<file path="config.mk">
export PLATFORM = sky130hd
export DESIGN_NAME = m4inv_divider
export DESIGN_NICKNAME = d
export VERILOG_FILES = /design/src/hdl/m4inv_pkg.sv /design/src/hdl/m4inv_divider.sv
export SDC_FILE = /design/constraint.sdc
export NUM_CORES = 1
export LEC_CHECK = 0
export ABC_AREA = 1
export CAP_MARGIN = 10
export CORE_MARGIN = 4
export CORE_UTILIZATION = 50
export DETAILED_ROUTE_END_ITERATION = 12
export DONT_BUFFER_PORTS = 1
export PLACE_DENSITY = 0.73
export SLEW_MARGIN = 20
export SYNTH_ARGS = -nofsm -noshare
export SYNTH_HDL_FRONTEND = slang
export SYNTH_SLANG_ARGS = --single-unit
</file>
<file path="constraint.sdc">
create_clock -name clk -period 4.8 [get_ports clk]
set_input_delay 0.72 -clock clk [delete_from_list [all_inputs] [get_ports clk]]
set_output_delay 0.72 -clock clk [all_outputs]
set_load 0.01 [all_outputs]
</file>
<file path="src/hdl/m4inv_pkg.sv">
`timescale 1ns / 1ps
// ----------------------------------------------------------------------------
// m4inv_pkg
// Shared types and constants of the 4x4 matrix inverse block.
// ----------------------------------------------------------------------------
package m4inv_pkg;
  localparam int ElementCount = 16;
  localparam int IdxW         = 4;
  localparam int ElemW        = 16;
  localparam int CofW         = 50;
  localparam int DetW         = 50;
  localparam int QuotW        = 50;
  localparam logic signed [ElemW-1:0] Q88One = 16'sd256;
  localparam logic signed [ElemW-1:0] ValMax = 16'sh7FFF;
  localparam logic signed [ElemW-1:0] ValMin = -16'sh8000;

  // One finished result as it is presented on the output channel.
  typedef struct packed {
    logic signed [ElemW-1:0] value;
    logic [IdxW-1:0]         index;
    logic                    last;
    logic                    singular;
    logic                    saturated;
  } result_t;
endpackage

</file>
<file path="src/hdl/m4inv_divider.sv">
`timescale 1ns / 1ps
// ----------------------------------------------------------------------------
// m4inv_divider
// Restoring divider, one quotient bit per cycle, signed with truncation
// toward zero and clamping to 16 bits.
// ----------------------------------------------------------------------------
module m4inv_divider (
  input  logic                               clk,
  input  logic                               rst_n,
  input  logic                               start,
  input  logic signed [m4inv_pkg::CofW-1:0]  num,
  input  logic signed [m4inv_pkg::DetW-1:0]  den,
  output logic                               busy,
  output logic                               done,
  output logic signed [m4inv_pkg::ElemW-1:0] quot,
  output logic                               sat
);
  import m4inv_pkg::*;

  logic [CofW-1:0] rem_r, q_r, dvs_r;
  logic [5:0]      cnt_r;
  logic            neg_r, busy_r, done_r;

  logic [CofW:0] trial;
  logic [CofW-1:0] shifted;
  assign shifted = {rem_r[CofW-2:0], q_r[CofW-1]};
  assign trial = {1'b0, shifted} - {1'b0, dvs_r};

  always_ff @(posedge clk) begin
    if (!rst_n) begin
      busy_r <= 1'b0;
      done_r <= 1'b0;
      cnt_r  <= '0;
    end else begin
      done_r <= 1'b0;
      if (start) begin
        busy_r <= 1'b1;
        cnt_r  <= 6'(CofW);
        rem_r  <= '0;
        q_r    <= num[CofW-1] ? -num : num;
        dvs_r  <= den[DetW-1] ? -den : den;
        neg_r  <= num[CofW-1] ^ den[DetW-1];
      end else if (busy_r) begin
        if (!trial[CofW]) rem_r <= trial[CofW-1:0];
        else rem_r <= shifted;
        q_r <= {q_r[CofW-2:0], ~trial[CofW]};
        cnt_r <= cnt_r - 6'd1;
        if (cnt_r == 6'd1) begin busy_r <= 1'b0; done_r <= 1'b1; end
      end
    end
  end

  logic big;
  assign big = |q_r[CofW-1:15];
  always_comb begin
    sat = 1'b0;
    if (neg_r) begin
      if (q_r > CofW'(32768)) begin quot = ValMin; sat = 1'b1; end
      else quot = -ElemW'(q_r);
    end else begin
      if (big) begin quot = ValMax; sat = 1'b1; end
      else quot = ElemW'(q_r);
    end
  end
  assign busy = busy_r;
  assign done = done_r;

  a_start: assert property (@(posedge clk) disable iff (!rst_n)
    start |=> busy)
    else $error("divider did not start");
  a_done: assert property (@(posedge clk) disable iff (!rst_n)
    done |-> !busy)
    else $error("done while busy");
  a_cnt: assert property (@(posedge clk) disable iff (!rst_n)
    !busy |-> cnt_r == '0 || $past(start))
    else $error("count left over");
endmodule

</file>
### Word-level counts from Yosys, hierarchy flattened

Cells that the tools add are included.

| storage, ports and cells | value |
|---|---|
| register bits | 158 |
| output and inout port bits | 19 |

| operators by class | value |
|---|---|
| add/subtract/negate cells | 5 |
| $lt $le $gt $ge | 1 |
| eq/ne operators | 1 |
| muxes and demuxes | 18 |
| bitwise operators | 4 |
| reductions and logical operators | 6 |

Operators by type and width:

| operator | count |
|---|---|
| two-way mux 50 bit | 3 |
| two-way mux 49 bit | 3 |
| negation 50 bit | 2 |
| subtractor 50 x 50 -> 51 bit | 1 |
| greater-than comparator 50 x 16 -> 1 bit, second input constant | 1 |
| two-way mux 16 bit | 3 |
| OR reduction 35 bit | 1 |
| negation 16 bit | 1 |
| two-way mux 6 bit | 2 |
| two-way mux 1 bit | 7 |
| equality test 6 x 1 -> 1 bit, second input constant | 1 |
| subtractor 6 x 1 -> 6 bit, second input constant | 1 |
| AND reduction 2 bit | 2 |
| inverter 1 bit | 3 |
| OR reduction 3 bit | 1 |
| nonzero test 2 bit | 1 |
| OR reduction 2 bit | 1 |
| bitwise XOR 1 bit | 1 |

### Logic depth before layout (Yosys ltp)

| depth | value |
|---|---|
| word-level depth | 4 |
| gate-level depth with buffers | 17 |

### Worst setup path after synthesis

Ideal clock, no wire load.

| path | value |
|---|---|
| path type | input port to flip-flop |
| from | in start |
| to | reg q_r[0] (enable) |
| setup time | 0.461 ns |
| arrival time | 3.220 ns |
| setup slack | 1.119 ns |
| cell stages on the path | 3 |
| path buffers | 1 |
| cell sequence | clkbuf_1 nand2_1 nand2_1 |

| between the ends | value |
|---|---|
| cells in the longest elaborated chain, start to end | 2 |

RTL lines:

| element | line | RTL |
|---|---|---|
| from (decl) | m4inv_divider.sv:10 | `input logic start,` |
| nonzero test 2 bit (no source line) | n/a |  |
| AND reduction 2 bit (no source line) | n/a |  |
| to (signal assigned) | m4inv_divider.sv:40 | `q_r <= num[CofW-1] ? -num : num;` |
| to (signal assigned) | m4inv_divider.sv:46 | `q_r <= {q_r[CofW-2:0], ~trial[CofW]};` |
| to (decl) | m4inv_divider.sv:20 | `logic [CofW-1:0] rem_r, q_r, dvs_r;` |

Every way passes these cells.
A chain may end at the register's enable or synchronous reset.

### Worst setup path after layout

| path | value |
|---|---|
| from | reg q_r[39] |
| to | out quot[7] (netlist bit) |

| between the ends | value |
|---|---|
| cells in the longest elaborated chain, start to end | 3 |
| elaborated cells on any way between the ends | 5 |
| those cells by class | 1 x order compare; 3 x mux; 1 x reduce/logical |

RTL lines:

| element | line | RTL |
|---|---|---|
| greater-than comparator 50 x 16 -> 1 bit or OR reduction 35 bit (tied branches) | m4inv_divider.sv:58, m4inv_divider.sv:54 |  |
| two-way mux 16 bit (on tied branches) | m4inv_divider.sv:58, m4inv_divider.sv:61 |  |
| two-way mux 16 bit (*) | m4inv_divider.sv:57 | `if (neg_r) begin` |
| to (decl) | m4inv_divider.sv:15 | `output logic signed [m4inv_pkg::ElemW-1:0] quot,` |

Every way passes the cells marked *; elsewhere a longest branch is shown, timed or not.

==> metrics.md <==
| Metric | Value |
|---|---|
| Cell area after synthesis | between 0.01 and 0.015 mm^2 |
| Cell breakdown of the critical path | or2_1 -> nor4_1 -> nand4_1 -> nand2_2 -> nand3_1 -> nand2_1 |
| Cells after synthesis | about 2300 |
| Total count of max-transition violations in the final report | 0 |
| Kind of critical path | flip-flop to primary output |
| Number of library cell types mapped by synthesis | 46 |
| H-Tree Depth | 4 |
| Placed insts | ~2700 |
| I/O pin count | around 120 |
| Adder-cell area share of the yosys netlist | 4.788% |
| Most numerous cell types in the synthesized netlist | nand2_1, inv_1, nor2_1, nand3_1, edfxtp_1 |
| Sequential share of the synthesized area | about a third |
| Net count of the mapped netlist | 2494 |
| CTS clock-pin slew for the worst setup and hold paths | roughly 0.080 ns |
| Length of the first detailed-routing pass in iterations | 9 |
| Layout Nets | roughly 2500 |
| Antenna violations before repair | 0 |
| Final GP Congestion | between 1 and 1.5 |
| Die span in x | 180.0 um |
| Max Clock Freq | around 260 MHz |
| Post-synthesis simple-gate area fraction | 39.06% |
| Data arrival time of the critical path | between 3 and 4 ns |
| Count of buffers inserted at the top-level ports | 0 |
| Root cell of the clock tree | clkbuf_16 |
| Gr ovfl total | 0 |
| Required time worst endpoint | approximately 4.1 ns |
| Area growth, synth to finish | 6.108% |
| Number of buffers inserted by hold repair at cts | 0 |
| Fraction of synthesized cell area in xor and xnor cells | under 10% |
| Complex-gate fraction of the synthesized area | around 5.7% |
| Number of vias after detailed routing | 14495 |
| Final HPWL DP | around 35 mm |
| Critical path peak fanout | 17 |
| Asr flop ratio synth | 0% |
| Setup fix buffers added after clock tree synthesis | 0 |
| Maximum number of pins on one net before global-route repair | 80 |
| CTS tree | built |
| Maximum vdd drop | between 0.2 and 0.25 mV |
| Buffer levels on the longest clock path | 2 |
| Predominant post-synthesis flop cell | edfxtp_1 |
| Number of synthesized flops with an enable pin | 150 |
| Number of gates resized after CTS | 0 |
| Path class of the lowest-slack min-delay path | input pin to flip-flop |
| Layout Cells excl Fill | 2711 |
| Fraction of synthesized cell area taken by the top area cell type | 30.45% |
| Endpoint kind of the worst setup timing path | primary output |
| Count of buffer and inverter cells on the critical path | 0 |
| Largest family of logic cells by synthesized area | simple AND/OR/NAND/NOR gates |
| Number of global-route vias before repair | 13059 |
| RSZ-0062 raised after global routing | false |
| Effective utilization at floorplan | just over 50% |
| Number of buffers inserted during clock tree synthesis | 17 |
| Multiplexer share of the synthesized area | 0% |
| Dominant cell type by area after synthesis | edfxtp_1 |
| Latest clock arrival within the worst-skew pair | between 0.4 and 0.5 ns |
| Number of violations of the max-capacitance limit | 0 |
| Slowest cell on the critical path | nor4_1 |
| Count of standard-cell rows | between 60 and 70 |
| GRT Resource Usage Total | between 20% and 30% |
| Max stage delay on crit path | between 0.6 and 0.7 ns |
| Leakage power figure | 7.993 nW |
| Final hold vios | 0 |
| Register bit count reported by yosys | ~160 |
| Sum of routed wire length over all layers | ~43 mm |
| Final setup violation count | 0 |
| Die height | approximately 180 um |
| Global-route wire length before repair | just under 70 mm |
| Number of antenna cells inserted | 0 |
| Initial drt markers | roughly 1500 |
| Clock period minus worst slack | 3.840 ns |
| Synth Warn # | 0 |
| Die footprint | around 0.032 mm^2 |
| Worst slew slack as a fraction of its limit | around 37% |
| Run status | completed |
| Routed wirelength normalized by instance count | ~16 um |
| Sink Count | 158 |
| Total negative setup slack | 0 ns |
| Final worst path period share | between 70 and 80% |
| Slew at the pin with the worst max-slew slack | between 0.9 and 1 ns |
| Max Clock Skew | 0.02012 ns |
| Cell with the most instances after synthesis | nand2_1 |
| Share of post-route cells with drive strength above 1 | roughly 4.3% |
| Power density normalized to cell area | approximately 300 mW/mm^2 |
| Mean Syn Cell Area | 6.334 um^2 |
| Remaining routing DRC violations | 0 |
| Largest cells by area after synthesis | edfxtp_1, nand2_1, inv_1 |
| Drt via density | between 5 and 6 |
| Startpoint Class | flip-flop |
| Post-detailed-route count of antenna-violating nets | 0 |
| Crit path max-delay family | simple AND/OR/NAND/NOR gates |
| Area of the core | 0.02894 mm^2 |
-- cell families (layout without fill, tap and decap cells) --
| kind of cell | count (synthesis) | in the layout |
|---|---|---|
| fa+ha+maj | 56 | 56 |
| xor+xnor | 105 | 105 |
| flops | 158 | 158 |
| buf+inv | 486 | 478 |
| simple gates | 1372 | 1372 |
| compound gates | 158 | 158 |
-- layout by cell type (no fill, tap or decap), types with 3 or more instances in the layout --
cell         n
nor4_1       8
nor3b_1      5
nor2_2      16
nor3_1      27
or2_2       15
ha_1        55
xor2_1      92
inv_2        4
o31ai_1      3
a31oi_1      7
nand4_1     48
o21ai_0     83
or2_1        4
o21ai_1     12
nand3b_1     8
inv_6        4
inv_8        4
nor3_2       5
nor2_1     279
xnor2_1     13
nand2_1    776
and2_1       4
a21oi_1     40
edfxtp_1   150
clkinv_8     4
nand3_1    156
a21o_1       3
inv_1      437
nand2_2     12
dfxtp_1      8
clkbuf_16   17
-- per-stage QoR --
step                worst slack (ns)  total power, mW  hold slack [ns]  cell area (um^2)  util (%)
detailed placement             1.551            3.379           0.5116             15100     52.19
global route                  0.7931            5.058           0.3643             15690     54.24
global placement               1.585            3.354           0.4930             15100     52.19
finish                        0.9602            4.767           0.3855             15690     54.24
CTS                            1.058            4.748           0.3547             15690     54.23
floorplan                      1.119            3.002           0.4771             14790         -
-- flip-flops by register name, summed over array words and instances (netlist names) --
register,cells
busy,1
rem_r,49
done,1
neg_r,1
q_r,50
dvs_r,50
cnt_r,6
-- worst register-to-register path, cell delays in order (launching register included) --
cell and delay [ns]:
edfxtp_1 0.40, inv_1 0.17, ha_1 0.19, inv_1 0.08, fa_1 0.45, nand3_1 0.15
nand3_2 0.18, nand2_2 0.10, nand2_2 0.09, nand2_2 0.09, nand3_4 0.35, inv_2 0.64
nor2_1 0.16, nor2_1 0.12
-- layer usage --
metal,share of wire [%],up-vias,routed length [um],GRT usage (%)
met3,9.2,65,3984,4.345
met2,42,585,18310,38.93
li1,-,7249,-,-
met1,46,6596,20070,39.01
met4,2.0,0,845,6.705
met5,0,-,0,0
-- final cells by class --
type	count	area, um^2
tap	384	480.5
inverter	443	1664
timing repair buffer	3	35.03
clock inverter	15	166.4
fill	2917	13240
clock buffer	17	425.4
multi-input combinational	1691	8258
sequential	158	4664
-- where the power goes --
group / leakage (nW) / internal (mW) / switching, mW / total, mW
Sequential: 1.51 / 1.70 / 0.0907 / 1.79
Clock: 0.288 / 0.701 / 0.675 / 1.38
Combinational: 6.19 / 0.503 / 1.09 / 1.60
-- final timing paths --
kind                              start                      end  slack (ns)  cells past startpoint
hold / removal                    start          done$_SDFF_PP0_        0.39                      1
setup reg to reg      q_r[49]$_DFFE_PP_  rem_r[29]$_SDFFCE_PP0P_        1.50                     13
setup / recovery      q_r[39]$_DFFE_PP_                  quot[7]        0.96                      6
hold reg to reg   cnt_r[4]$_SDFFE_PN0N_    cnt_r[4]$_SDFFE_PN0N_        0.53                      2
(Power assumes the default switching activity.)
